**src/rtl/core/asl_pkg.sv**
```systemverilog
`default_nettype none

package asl_pkg;

   // history window, a power of two so the average is a shift
   localparam int WINDOW    = 16;
   localparam int SLOT_W    = $clog2(WINDOW);
   localparam int SAMPLE_W  = 10;
   localparam int SUM_W     = SAMPLE_W + SLOT_W;

   localparam int VAL_W     = 11;
   localparam int LED_COUNT = 12;
   localparam int LED_W     = 4;
   localparam int COLOR_W   = 24;
   localparam int CH_W      = 8;
   localparam int PCT_W     = 7;
   localparam int REM_W     = 7;
   localparam int CSR_IDX_W = 2;

   localparam logic [VAL_W-1:0] ANIM_STEP = 11'd25;
   localparam logic [VAL_W-1:0] ANIM_TOP  = 11'd1023;

   // floor(v/85) = (v*1543) >> 17 for v up to 1025
   localparam logic [11:0] LIT_RECIP   = 12'd1543;
   localparam int          LIT_SHIFT   = 17;
   localparam logic [6:0]  SECTION     = 7'd85;
   // floor(t/17) = (t*3856) >> 16 for t up to 1680
   localparam logic [11:0] FADE_RECIP  = 12'd3856;
   localparam int          FADE_SHIFT  = 16;
   // floor(p/100) = (p*5243) >> 19 for p up to 24990
   localparam logic [12:0] SCALE_RECIP = 13'd5243;
   localparam int          SCALE_SHIFT = 19;

   localparam logic [LED_W-1:0] LOW_END  = 4'd3;
   localparam logic [LED_W-1:0] MID_END  = 4'd8;
   localparam logic [LED_W-1:0] LAST_LED = 4'(LED_COUNT - 1);

   localparam logic [CSR_IDX_W-1:0] CSR_LOW  = 2'd0;
   localparam logic [CSR_IDX_W-1:0] CSR_MID  = 2'd1;
   localparam logic [CSR_IDX_W-1:0] CSR_HIGH = 2'd2;

   localparam logic [1:0] CH_RED   = 2'd0;
   localparam logic [1:0] CH_GREEN = 2'd1;
   localparam logic [1:0] CH_BLUE  = 2'd2;

   typedef struct packed {
      logic             capture;
      logic             upd;
      logic             val;
      logic             lit;
      logic             rem;
      logic             pct;
      logic             mul;
      logic             div;
      logic [1:0]       chan;
      logic             out_load;
      logic [LED_W-1:0] led;
   } cmd_type;

   typedef struct packed {
      logic out_free;
   } status_type;

endpackage

`default_nettype wire

```
**src/rtl/core/averaged_slider_led_bar.sv**
```systemverilog
// channel  direction  handshake                fields (tdata/tuser from bit 0 up)
// req      in         req_tvalid/req_tready    tdata: sample[9:0]; tuser: func
// rsp      out        rsp_tvalid/rsp_tready    tdata: led_index, red, green, blue,
//                                              average; tlast: last
// csr      in         csr_valid/csr_ready      csr_index 0..2, csr_data 24-bit RGB
//
// One word in gives twelve pixel words out, LED 0 first, last on LED 11.
// An item runs through an accept step, 5 setup steps
// (window update, value, lit count, remainder, fade percent), 6 steps (multiply and
// divide per channel) for the fade color through the shared channel scaling multiplier, 12 pixel steps, one per LED.
// A stalled rsp side holds the pixel sequencer; req is taken only when idle.
// Synchronous reset clears the sample history, sum, frame state and colors.
`default_nettype none

module averaged_slider_led_bar (
   input  wire                                 clock,
   input  wire                                 reset,
   input  wire                                 req_tvalid,
   output logic                                req_tready,
   input  wire  [15:0]                         req_tdata,   // sample[9:0], zero pad
   input  wire                                 req_tuser,   // func
   output logic                                rsp_tvalid,
   input  wire                                 rsp_tready,
   output logic [39:0]                         rsp_tdata,   // led_index[3:0], red[11:4],
                                                            // green[19:12], blue[27:20],
                                                            // average[37:28], zero pad
   output logic                                rsp_tlast,   // last
   input  wire                                 csr_valid,
   output logic                                csr_ready,
   input  wire  [asl_pkg::CSR_IDX_W-1:0]       csr_index,
   input  wire  [asl_pkg::COLOR_W-1:0]         csr_data
);

   asl_pkg::cmd_type    cmd;
   asl_pkg::status_type status;

   // color registers take a write in any cycle
   assign csr_ready = 1'b1;

   asl_ctrl u_ctrl (
      .clock      (clock),
      .reset      (reset),
      .req_tvalid (req_tvalid),
      .req_tready (req_tready),
      .status     (status),
      .cmd        (cmd)
   );

   asl_datapath u_datapath (
      .clock      (clock),
      .reset      (reset),
      .cmd        (cmd),
      .status     (status),
      .req_func   (req_tuser),
      .req_sample (req_tdata[asl_pkg::SAMPLE_W-1:0]),
      .csr_valid  (csr_valid),
      .csr_index  (csr_index),
      .csr_data   (csr_data),
      .rsp_tready (rsp_tready),
      .rsp_tvalid (rsp_tvalid),
      .rsp_tdata  (rsp_tdata),
      .rsp_tlast  (rsp_tlast)
   );

endmodule

`default_nettype wire

```
**src/rtl/core/asl_ctrl.sv**
```systemverilog
`default_nettype none

module asl_ctrl (
   input  wire                 clock,
   input  wire                 reset,
   input  wire                 req_tvalid,
   output logic                req_tready,
   input  wire asl_pkg::status_type status,
   output asl_pkg::cmd_type    cmd
);

   localparam logic [3:0] ST_IDLE = 4'd0;
   localparam logic [3:0] ST_UPD  = 4'd1;
   localparam logic [3:0] ST_VAL  = 4'd2;
   localparam logic [3:0] ST_LIT  = 4'd3;
   localparam logic [3:0] ST_REM  = 4'd4;
   localparam logic [3:0] ST_PCT  = 4'd5;
   localparam logic [3:0] ST_MUL  = 4'd6;
   localparam logic [3:0] ST_DIV  = 4'd7;
   localparam logic [3:0] ST_OUT  = 4'd8;

   logic [3:0]                state_ff, state_in;
   logic [1:0]                chan_ff, chan_in;
   logic [asl_pkg::LED_W-1:0] led_ff, led_in;

   always_ff @(posedge clock) begin
      if (reset) begin
         state_ff <= ST_IDLE;
         chan_ff  <= asl_pkg::CH_RED;
         led_ff   <= '0;
      end else begin
         state_ff <= state_in;
         chan_ff  <= chan_in;
         led_ff   <= led_in;
      end
   end

   always_comb begin
      cmd        = '0;
      cmd.chan   = chan_ff;
      cmd.led    = led_ff;
      state_in   = state_ff;
      chan_in    = chan_ff;
      led_in     = led_ff;
      req_tready = (state_ff == ST_IDLE);
      unique case (state_ff)
         ST_IDLE: begin
            if (req_tvalid) begin
               cmd.capture = 1'b1;
               state_in    = ST_UPD;
            end
         end
         ST_UPD: begin
            cmd.upd  = 1'b1;
            state_in = ST_VAL;
         end
         ST_VAL: begin
            cmd.val  = 1'b1;
            state_in = ST_LIT;
         end
         ST_LIT: begin
            cmd.lit  = 1'b1;
            state_in = ST_REM;
         end
         ST_REM: begin
            cmd.rem  = 1'b1;
            state_in = ST_PCT;
         end
         ST_PCT: begin
            cmd.pct  = 1'b1;
            chan_in  = asl_pkg::CH_RED;
            state_in = ST_MUL;
         end
         ST_MUL: begin
            cmd.mul  = 1'b1;
            state_in = ST_DIV;
         end
         ST_DIV: begin
            cmd.div = 1'b1;
            if (chan_ff == asl_pkg::CH_BLUE) begin
               led_in   = '0;
               state_in = ST_OUT;
            end else begin
               chan_in  = chan_ff + 2'd1;
               state_in = ST_MUL;
            end
         end
         ST_OUT: begin
            if (status.out_free) begin
               cmd.out_load = 1'b1;
               if (led_ff == asl_pkg::LAST_LED) begin
                  state_in = ST_IDLE;
               end else begin
                  led_in = led_ff + asl_pkg::LED_W'(1);
               end
            end
         end
         default: begin
            state_in = ST_IDLE;
         end
      endcase
   end

   a_load_free: assert property (@(posedge clock) disable iff (reset)
      cmd.out_load |-> status.out_free)
      else $error("pixel loaded into a full output register");

   a_last_idle: assert property (@(posedge clock) disable iff (reset)
      (cmd.out_load && (cmd.led == asl_pkg::LAST_LED)) |=> (state_ff == ST_IDLE))
      else $error("sequencer did not return to idle after the last pixel");

endmodule

`default_nettype wire

```
**src/rtl/core/asl_datapath.sv**
```systemverilog
`default_nettype none

module asl_datapath (
   input  wire                                 clock,
   input  wire                                 reset,
   input  wire asl_pkg::cmd_type               cmd,
   output asl_pkg::status_type                 status,
   input  wire                                 req_func,
   input  wire  [asl_pkg::SAMPLE_W-1:0]        req_sample,
   input  wire                                 csr_valid,
   input  wire  [asl_pkg::CSR_IDX_W-1:0]       csr_index,
   input  wire  [asl_pkg::COLOR_W-1:0]         csr_data,
   input  wire                                 rsp_tready,
   output logic                                rsp_tvalid,
   output logic [39:0]                         rsp_tdata,
   output logic                                rsp_tlast
);

   localparam int LP_W = asl_pkg::VAL_W + 12;
   localparam int FP_W = 23;
   localparam int PR_W = 15;
   localparam int SP_W = PR_W + 13;

   // section colors
   logic [asl_pkg::COLOR_W-1:0] low_ff, mid_ff, high_ff;

   always_ff @(posedge clock) begin
      if (reset) begin
         low_ff  <= '0;
         mid_ff  <= '0;
         high_ff <= '0;
      end else if (csr_valid) begin
         unique case (csr_index)
            asl_pkg::CSR_LOW:  low_ff  <= csr_data;
            asl_pkg::CSR_MID:  mid_ff  <= csr_data;
            asl_pkg::CSR_HIGH: high_ff <= csr_data;
            default: ;
         endcase
      end
   end

   function automatic logic [asl_pkg::COLOR_W-1:0] sel_color(
      input logic [asl_pkg::LED_W-1:0]   idx,
      input logic [asl_pkg::COLOR_W-1:0] lo,
      input logic [asl_pkg::COLOR_W-1:0] mi,
      input logic [asl_pkg::COLOR_W-1:0] hi
   );
      priority if (idx < asl_pkg::LOW_END) return lo;
      else if (idx < asl_pkg::MID_END) return mi;
      else return hi;
   endfunction

   // captured input word
   logic                         func_ff;
   logic [asl_pkg::SAMPLE_W-1:0] smp_ff;

   always_ff @(posedge clock) begin
      if (cmd.capture) begin
         func_ff <= req_func;
         smp_ff  <= req_sample;
      end
   end

   // window and animation state
   logic [asl_pkg::SAMPLE_W-1:0] hist_ff [asl_pkg::WINDOW];
   logic [asl_pkg::SUM_W-1:0]    sum_ff, sum_in;
   logic [asl_pkg::SLOT_W-1:0]   slot_ff, slot_in;
   logic [asl_pkg::VAL_W-1:0]    frame_ff, frame_in, frame_up;
   logic                         falling_ff, falling_in;

   assign sum_in = sum_ff - asl_pkg::SUM_W'(hist_ff[slot_ff])
                   + asl_pkg::SUM_W'(smp_ff);
   assign slot_in = (slot_ff == asl_pkg::SLOT_W'(asl_pkg::WINDOW - 1)) ?
                    '0 : slot_ff + asl_pkg::SLOT_W'(1);
   assign frame_up = frame_ff + asl_pkg::ANIM_STEP;

   always_comb begin
      frame_in   = frame_ff;
      falling_in = falling_ff;
      priority if (!falling_ff) begin
         frame_in = frame_up;
         if (frame_up > asl_pkg::ANIM_TOP) falling_in = 1'b1;
      end else if (frame_ff <= asl_pkg::ANIM_STEP) begin
         frame_in   = '0;
         falling_in = 1'b0;
      end else begin
         frame_in = frame_ff - asl_pkg::ANIM_STEP;
      end
   end

   always_ff @(posedge clock) begin
      if (reset) begin
         for (int i = 0; i < asl_pkg::WINDOW; i++) hist_ff[i] <= '0;
         sum_ff     <= '0;
         slot_ff    <= '0;
         frame_ff   <= '0;
         falling_ff <= 1'b0;
      end else if (cmd.upd) begin
         if (!func_ff) begin
            hist_ff[slot_ff] <= smp_ff;
            sum_ff           <= sum_in;
            slot_ff          <= slot_in;
         end else begin
            frame_ff   <= frame_in;
            falling_ff <= falling_in;
         end
      end
   end

   // per-item setup: value, lit count, remainder, fade percent
   logic [asl_pkg::VAL_W-1:0]    val_ff;
   logic [asl_pkg::SAMPLE_W-1:0] avg_ff;
   logic [asl_pkg::LED_W-1:0]    lit_ff;
   logic [asl_pkg::REM_W-1:0]    rem_ff;
   logic [asl_pkg::PCT_W-1:0]    pct_ff;
   logic [LP_W-1:0]              lit_prod;
   logic [asl_pkg::VAL_W-1:0]    rem_full;
   logic [asl_pkg::LED_W:0]      lit_up;
   logic [7:0]                   diff;
   logic [10:0]                  diff20;
   logic [FP_W-1:0]              pct_prod;
   logic [asl_pkg::PCT_W-1:0]    pct_in;

   assign lit_prod = LP_W'(val_ff) * LP_W'(asl_pkg::LIT_RECIP);
   assign rem_full = val_ff - asl_pkg::VAL_W'(asl_pkg::VAL_W'(lit_ff)
                     * asl_pkg::VAL_W'(asl_pkg::SECTION));
   // diff = rem - ceil(lit/4); below zero gives no fade
   assign lit_up   = {1'b0, lit_ff} + 5'd3;
   assign diff     = {1'b0, rem_ff} - {5'b0, lit_up[asl_pkg::LED_W:2]};
   assign diff20   = ({4'b0, diff[6:0]} << 4) + ({4'b0, diff[6:0]} << 2);
   assign pct_prod = FP_W'(diff20) * FP_W'(asl_pkg::FADE_RECIP);
   assign pct_in   = diff[7] ? '0 :
                     pct_prod[asl_pkg::FADE_SHIFT+asl_pkg::PCT_W-1:asl_pkg::FADE_SHIFT];

   always_ff @(posedge clock) begin
      if (cmd.upd && func_ff) val_ff <= frame_ff;
      if (cmd.val) begin
         avg_ff <= sum_ff[asl_pkg::SUM_W-1:asl_pkg::SLOT_W];
         if (!func_ff) begin
            val_ff <= asl_pkg::VAL_W'(sum_ff[asl_pkg::SUM_W-1:asl_pkg::SLOT_W]);
         end
      end
      if (cmd.lit) lit_ff <= lit_prod[asl_pkg::LIT_SHIFT+asl_pkg::LED_W-1:asl_pkg::LIT_SHIFT];
      if (cmd.rem) rem_ff <= rem_full[asl_pkg::REM_W-1:0];
      if (cmd.pct) pct_ff <= pct_in;
   end

   // faded LED color, one channel at a time through a shared multiplier
   logic [asl_pkg::COLOR_W-1:0] fade_src;
   logic [asl_pkg::CH_W-1:0]    src_ch;
   logic [PR_W-1:0]             prod_ff;
   logic [SP_W-1:0]             scale_prod;
   logic [asl_pkg::CH_W-1:0]    scaled;
   logic [asl_pkg::CH_W-1:0]    fade_r_ff, fade_g_ff, fade_b_ff;

   assign fade_src = sel_color(lit_ff, low_ff, mid_ff, high_ff);

   always_comb begin
      unique case (cmd.chan)
         asl_pkg::CH_RED:   src_ch = fade_src[23:16];
         asl_pkg::CH_GREEN: src_ch = fade_src[15:8];
         default:           src_ch = fade_src[7:0];
      endcase
   end

   assign scale_prod = SP_W'(prod_ff) * SP_W'(asl_pkg::SCALE_RECIP);
   assign scaled     =
      scale_prod[asl_pkg::SCALE_SHIFT+asl_pkg::CH_W-1:asl_pkg::SCALE_SHIFT];

   always_ff @(posedge clock) begin
      if (cmd.mul) prod_ff <= PR_W'(pct_ff) * PR_W'(src_ch);
      if (cmd.div) begin
         unique case (cmd.chan)
            asl_pkg::CH_RED:   fade_r_ff <= scaled;
            asl_pkg::CH_GREEN: fade_g_ff <= scaled;
            default:           fade_b_ff <= scaled;
         endcase
      end
   end

   // pixel build and output register
   logic [asl_pkg::COLOR_W-1:0] pix_src, pix;
   logic                        rsp_valid_ff;
   logic [39:0]                 rsp_data_ff;
   logic                        rsp_last_ff;

   assign pix_src = sel_color(cmd.led, low_ff, mid_ff, high_ff);

   always_comb begin
      priority if (cmd.led < lit_ff) pix = pix_src;
      else if (cmd.led == lit_ff) pix = {fade_r_ff, fade_g_ff, fade_b_ff};
      else pix = '0;
   end

   assign status.out_free = !rsp_valid_ff || rsp_tready;

   always_ff @(posedge clock) begin
      if (reset) begin
         rsp_valid_ff <= 1'b0;
      end else if (cmd.out_load) begin
         rsp_valid_ff <= 1'b1;
      end else if (rsp_tready) begin
         rsp_valid_ff <= 1'b0;
      end
   end

   always_ff @(posedge clock) begin
      if (cmd.out_load) begin
         rsp_data_ff <= {2'b0, avg_ff, pix[7:0], pix[15:8], pix[23:16], cmd.led};
         rsp_last_ff <= (cmd.led == asl_pkg::LAST_LED);
      end
   end

   assign rsp_tvalid = rsp_valid_ff;
   assign rsp_tdata  = rsp_data_ff;
   assign rsp_tlast  = rsp_last_ff;

   a_frame_range: assert property (@(posedge clock) disable iff (reset)
      frame_ff <= (asl_pkg::ANIM_TOP + asl_pkg::ANIM_STEP))
      else $error("animation frame out of range");

   a_lit_range: assert property (@(posedge clock) disable iff (reset)
      cmd.lit |=> (lit_ff <= asl_pkg::LED_W'(asl_pkg::LED_COUNT)))
      else $error("lit count beyond the bar");

endmodule

`default_nettype wire
```
**config.mk**
```make
export PLATFORM = sky130hd
export DESIGN_NAME = averaged_slider_led_bar
export DESIGN_NICKNAME = d
export VERILOG_FILES = /design/src/rtl/core/asl_pkg.sv /design/src/rtl/core/averaged_slider_led_bar.sv /design/src/rtl/core/asl_ctrl.sv /design/src/rtl/core/asl_datapath.sv
export SDC_FILE = /design/constraint.sdc
export NUM_CORES = 1
export LEC_CHECK = 0
export BUFFER_PORTS_ARGS = -buffer_cell sky130_fd_sc_hd__buf_2
export CAP_MARGIN = 30
export CORE_MARGIN = 2
export CORE_UTILIZATION = 40
export DETAILED_ROUTE_END_ITERATION = 10
export GPL_ROUTABILITY_DRIVEN = 1
export PLACE_DENSITY = 0.63
export SYNTH_ARGS = -nofsm -noshare
export SYNTH_HDL_FRONTEND = slang
export SYNTH_SLANG_ARGS = --single-unit
```
**constraint.sdc**
```tcl
create_clock -name clock -period 5.6 [get_ports clock]
set_input_delay 1.4 -clock clock [delete_from_list [all_inputs] [get_ports clock]]
set_output_delay 1.4 -clock clock [all_outputs]
set_load 0.01 [all_outputs]
```
---- Word-level counts from Yosys, hierarchy flattened ----
Memories as Yosys holds them, arrays and structs flattened. A register that Yosys moved wholly into a read port is not among the register bits.
Index checks and enable logic that the tools add are counted.
word-level totals
  memory bits (writable) .................. 160
  output and inout bits ................... 44
  memories ................................ 1
  word-level logic and storage cells ...... 144
  flip-flop bits (word level) ............. 241
memory list
  memory              words  bits a word  read ports  clocked after memory_dff  write ports  RTL line            source
  u_datapath.hist_ff  16     10           1           1                         16           asl_datapath.sv:65  logic [asl_pkg::SAMPLE_W-1:0] hist_ff [asl_pkg::WINDOW];
operators by class
  muxes and demuxes ....................... 51
  bitwise operators ....................... 2
  reduce and logical (&&, ||, !) cells .... 22
  $mul .................................... 5
  $lt $le $gt $ge ......................... 7
  equality and inequality tests ........... 21
  add/sub/neg operators ................... 11
operator list
  operator                count
  $mux 24                 6
  $mux 11                 5
  $mux 4                  11
  $pmux 4 s9              1
  $mul 15x13->27 const B  1
  $mux 1                  23
  $mul 11x11->21 const B  1
  $mul 11x8->19 const B   1
  $reduce_and 2->1        9
  $eq 4x3->1 const B      4
  $pmux 8 s2              1
  $mul 7x8->15            1
  $add 14x10->14          1
  $sub 14x10->14          1
  $eq 4x4->1 const B      3
  $add 11x5->11 const B   1
  $add 11x9->11           1
  $gt 11x10->1 const B    1
  $le 11x5->1 const B     1
  $sub 11x5->11 const B   1
  $mux 10                 1
  $reduce_or 10->1        1
  $add 4x1->4 const B     2
  $eq 4x2->1 const B      2
  27 further kinds        39

---- Depth between registers and ports, before layout ----
  depth after elaboration ................. 7
  mapped depth ............................ 26
  depth with buffers taken out ............ 26

---- Hierarchy ----
Synthesis repeated with hierarchy kept, for this count alone.
unflattened totals
  cell total of the unflattened synthesis .. 2591
  area total of the unflattened synthesis .. 27453.8 µm²
by module, submodules not included
  module                   area an instance (µm²)  cells each  times used  seq. area each (µm²)
  asl_datapath             26848.2                 2513        1           10680.2
  asl_ctrl                 594.3                   76          1           200.2
  averaged_slider_led_bar  11.3                    2           1           0.0

---- Worst setup path after synthesis ----
Ideal clock, no wire load.
  kind .................................... register -> register
  from .................................... register u_datapath.lit_ff[3] in the netlist's numbering
  to ...................................... register u_datapath.pct_ff[6] in the netlist's numbering, data pin
  buffers on the path ..................... 2
  clock period less this slack ............ 5.998 ns
  cell stages (with the launch flop) ...... 26
  path slack .............................. -0.398 ns
  setup time .............................. 0.276 ns
  arrival time ............................ 5.722 ns
  cell sequence ........................... edfxtp_1 > clkbuf_1 > buf_2 > nand2_1 > ha_1 > a21oi_2 > nand2_1 > xnor2_1 > ha_1 > a21o_1 > a21oi_1 > a31oi_1 > a221oi_2 > xor2_2 > inv_2 > fa_1 > inv_1 > ha_1 > ha_1 > ha_1 > ha_1 > o21ai_0 > nand2b_1 > a31oi_1 > xnor2_1 > nor2_1
on the way
  cells in the longest elaborated chain, start to end .. 4
RTL lines
  what                    RTL line             source
  from (decl)             asl_datapath.sv:113  logic [asl_pkg::LED_W-1:0] lit_ff;
  from (signal assigned)  asl_datapath.sv:143  if (cmd.lit) lit_ff <= lit_prod[asl_pkg::LIT_SHIFT+asl_pkg::LED_W-1:asl_pkg::LIT_SHIFT];
  $add 4x2->5 *           asl_datapath.sv:128  assign lit_up = {1'b0, lit_ff} + 5'd3;
  $sub 7x3->8 *           asl_datapath.sv:129  assign diff = {1'b0, rem_ff} - {5'b0, lit_up[asl_pkg::LED_W:2]};
  $add 11x9->11           asl_datapath.sv:130  assign diff20 = ({4'b0, diff[6:0]} << 4) + ({4'b0, diff[6:0]} << 2);
  $mul 11x8->19           asl_datapath.sv:131  assign pct_prod = FP_W'(diff20) * FP_W'(asl_pkg::FADE_RECIP);
  to (signal assigned)    asl_datapath.sv:145  if (cmd.pct) pct_ff <= pct_in;
  to (decl)               asl_datapath.sv:115  logic [asl_pkg::PCT_W-1:0] pct_ff;
Every way passes the cells marked *; elsewhere a longest branch is shown, timed or not.
A chain may end at the register's enable or synchronous reset.

---- Final worst setup path ----
  from .................................... register u_datapath.lit_ff[0] in the netlist's numbering
  to ...................................... register u_datapath.pct_ff[6] in the netlist's numbering, data pin
The elaborated chain is that of the path after synthesis.

==> results.yml <==
routing:
  vias: 19100
  routedWlPerCell_um: 18.5
  post-route-drc-count: 0
  drtPass1Iterations: 7
  drt_iter0_drc: 1339
  viasPerCell: 5.35
  drt-total-wl_um: 66300
  postRouteAntennaNets: 0
timing:
  tightest_slew_ns: 1.01
  holdWs_ns: 0.423
  fin_worst_skew_ns: 0.0446
  maxSlewHeadroom: 0.329
  worst_slack_ns: -0.0913
  setup_tns_ns: -0.122
  fmax_ghz: 0.176
  maxSlewViolCount: 0
  finalHoldViolations: 0
  post-route-period-util: 1.02
  rsz0062_at_grt: "yes"
  period_minus_slack_ns: 5.69
  setup_viol: 2
global_route:
  grt_pass1_vias: 19600
  grt_first_pass_wirelength_um: 105000
  antenna_found_initial: 6
  overflow: 0
  grt_max_degree: 92
  track_usage: 0.188
placed_design:
  dp.cells: 3469
  dp_hpwl_um: 47900
  portBuffers: 82
  place_area_um2: 29100
  routabilityCongestion: 0.869
synth:
  async_flop_share: 0
  postSynthCellCount: 2544
  ys_types: 76
  ys_seq_elements: 405
  yosys.area.top_type: "edfxtp_1"
  synth_commonest_cells: "inv_1, nand2_1, ha_1"
  synth_area_leaders: "edfxtp_1, ha_1, fa_1"
  synth_area_um2: 27200
  ys_warn_count: 0
  yosysSeqAreaShare: 0.401
  synth_edf_count: 277
  synth-main-ff-cell: "edfxtp_1"
  syn_avg_cell_area_um2: 10.7
  synth_top_area_frac: 0.306
worst_setup_path:
  cp_slowest_stage_delay_ns: 0.53
  path_common_cell: "inv_2"
  cp-end-kind: "register"
  path_max_fanout: 4
  arrival_ns: 5.96
  worstSetupStartpointType: "register"
  slowest_stage: "fa_1"
  cp.required_ns: 5.87
  path_cells: "inv_2 -> a21oi_4 -> xnor2_2 -> buf_4 -> fa_2 -> xnor2_2 -> ha_2 -> fa_2 -> fa_1 -> inv_2 -> fa_1 -> inv_2 -> ha_4 -> a21o_1 -> ha_1 -> ha_1 -> o21ai_1 -> nand2b_1 -> a41oi_2 -> o21ai_1 -> a31oi_1 -> xnor2_1 -> nor2_1"
  crit_type: "register to register"
outcome:
  violations: "negative setup slack"
  status: "finished with violations"
clock_network:
  numCtsBuffers: 42
  clockBufferDepth: 3
  clkLatencyLatePin_ns: 0.59
  cts-root-buf: "clkbuf_16"
  htreeDepth: 2
  clock_sinks: 405
  path_clk_slew_ns: 0.06
  cts_tree: "built"
power:
  p_leak_nw: 13.0
  ir_drop_mv: 1.08
  p_total_mw: 19.8
  power_density_nw_per_um2: 633
floorplanning:
  num_rows: 95
  io_pins: 92
  fp.dieArea_um2: 70000
  floorplan.die.width_um: 265
  die_y_um: 265
  start_util: 0.404
  core-area_um2: 67200
cells_and_area:
  area_growth_pct: 15.4
  fin_cells: 3580
  multiInputGateArea_um2: 15200
  fin_area_um2: 31300
  fin_nets: 3140
  seq_area_um2: 10900
  drive_above_1_share: 0.166
  nFillCells: 6061
run:
  max-cap-violations: 0
hold_path:
  hold_class: "register to register"
==> critical path: cells and delay by family (launching register included) <==
kind | cells | cell delay [ns]
flip-flops | 1 | 0.41
XOR/XNOR | 3 | 0.44
AO/OA/AOI/OAI | 6 | 1.12
buffers and inverters | 4 | 0.30
adder cells (fa/ha/maj) | 8 | 2.92
AND/OR/NAND/NOR | 2 | 0.17
==> layer usage <==
layer	routed length, µm	global-route usage	part of all wire
met1	28100	0.245	0.42
met2	32600	0.321	0.49
met3	3550	0.0267	0.054
met4	2000	0.0674	0.030
met5	12	0	0.00018
==> final timing paths <==
path,from,endpoint,slack (ns),cells past startpoint
setup / recovery,u_datapath.lit_ff[0]$_DFFE_PP_,u_datapath.pct_ff[6]$_SDFFCE_PN0P_,-0.09,23
hold reg to reg,u_datapath.avg_ff[7]$_DFFE_PP_,u_datapath.rsp_tdata[35]$_DFFE_PP_,0.42,0
setup reg to reg,u_datapath.lit_ff[0]$_DFFE_PP_,u_datapath.pct_ff[6]$_SDFFCE_PN0P_,-0.09,23
hold / removal,u_datapath.avg_ff[7]$_DFFE_PP_,u_datapath.rsp_tdata[35]$_DFFE_PP_,0.42,0
==> stage by stage <==
stage,utilization,setup slack [ns]
after detailed placement,0.434,-0.178
after global routing,0.466,-0.392
after floorplan,-,0.0345
after global placement,0.433,-0.147
after CTS,0.457,-0.0230
final,0.467,-0.0913
==> placed cells by master, fill, tap and decap left out, drive strengths merged, types with 61 or more instances in the layout <==
cell type	n
ha	289
o21ai	67
clkbuf	61
a21oi	137
buf	200
nand2	298
nor2	66
dfxtp	128
edfxtp	277
fa	134
inv	301
and2	107
nor3	82
==> what timing repair did <==
| action | 4_1_cts | 5_1_grt |
|---|---|---|
| setup endpoints to repair | 7 | 17 |
| pin swaps | 20 | 48 |
| resized for setup | 15 | 81 |
| hold buffers | 0 | 0 |
| gates cloned | 0 | 1 |
| buffers inserted | 6 | 23 |
==> state kept, by name, indices dropped and copies added, names as in the netlist, 2 cells and up, named ones only <==
| signal | flops |
|---|---|
| u_ctrl.chan_ff | 2 |
| u_datapath.slot_ff | 4 |
| u_ctrl.state_ff | 4 |
| u_datapath.frame_ff | 11 |
| u_datapath.mid_ff | 24 |
| u_ctrl.led_ff | 4 |
| u_datapath.low_ff | 24 |
| u_datapath.rsp_tdata | 38 |
| u_datapath.lit_ff | 4 |
| u_datapath.val_ff | 11 |
| u_datapath.high_ff | 24 |
| u_datapath.avg_ff | 10 |
| u_datapath.pct_ff | 7 |
| u_datapath.fade_g_ff | 8 |
| u_datapath.sum_ff | 14 |
| u_datapath.prod_ff | 15 |
| u_datapath.rem_ff | 7 |
| u_datapath.fade_b_ff | 8 |
| u_datapath.fade_r_ff | 8 |
| u_datapath.hist_ff | 160 |
| u_datapath.smp_ff | 10 |
==> area by class of cell <==
| class | instances | area share |
|---|---|---|
| tap | 873 | 0.0349 |
| clock buffer | 60 | 0.0396 |
| inverter | 310 | 0.0371 |
| antenna | 4 | 0.000319 |
| multi-input combinational | 1709 | 0.485 |
| sequential | 405 | 0.347 |
| clock inverter | 18 | 0.00675 |
| timing repair buffer | 201 | 0.0486 |
==> logic make-up (layout without fill, tap and decap cells) <==
logic type / after synthesis / after routing / synth area share
AOI/OAI and AO/OA: 380 / 380 / 0.0886
and+or+nand+nor: 714 / 714 / 0.128
xor gates and xnor gates: 86 / 86 / 0.0283
DFF: 405 / 405 / 0.401
adders and majority gates: 423 / 423 / 0.232
muxes: 103 / 103 / 0.0618
buffers and inverters: 431 / 589 / 0.0605
other: 2 / 7 / 0.000277
==> power breakdown <==
part           leakage [nW]  switching [mW]  internal, mW  total [mW]
registers              3.77           0.297          3.89        4.19
logic                  8.53            6.56          6.16        12.7
clock network         0.712            1.21          1.70        2.91
Power figures use the tool's default switching activity.
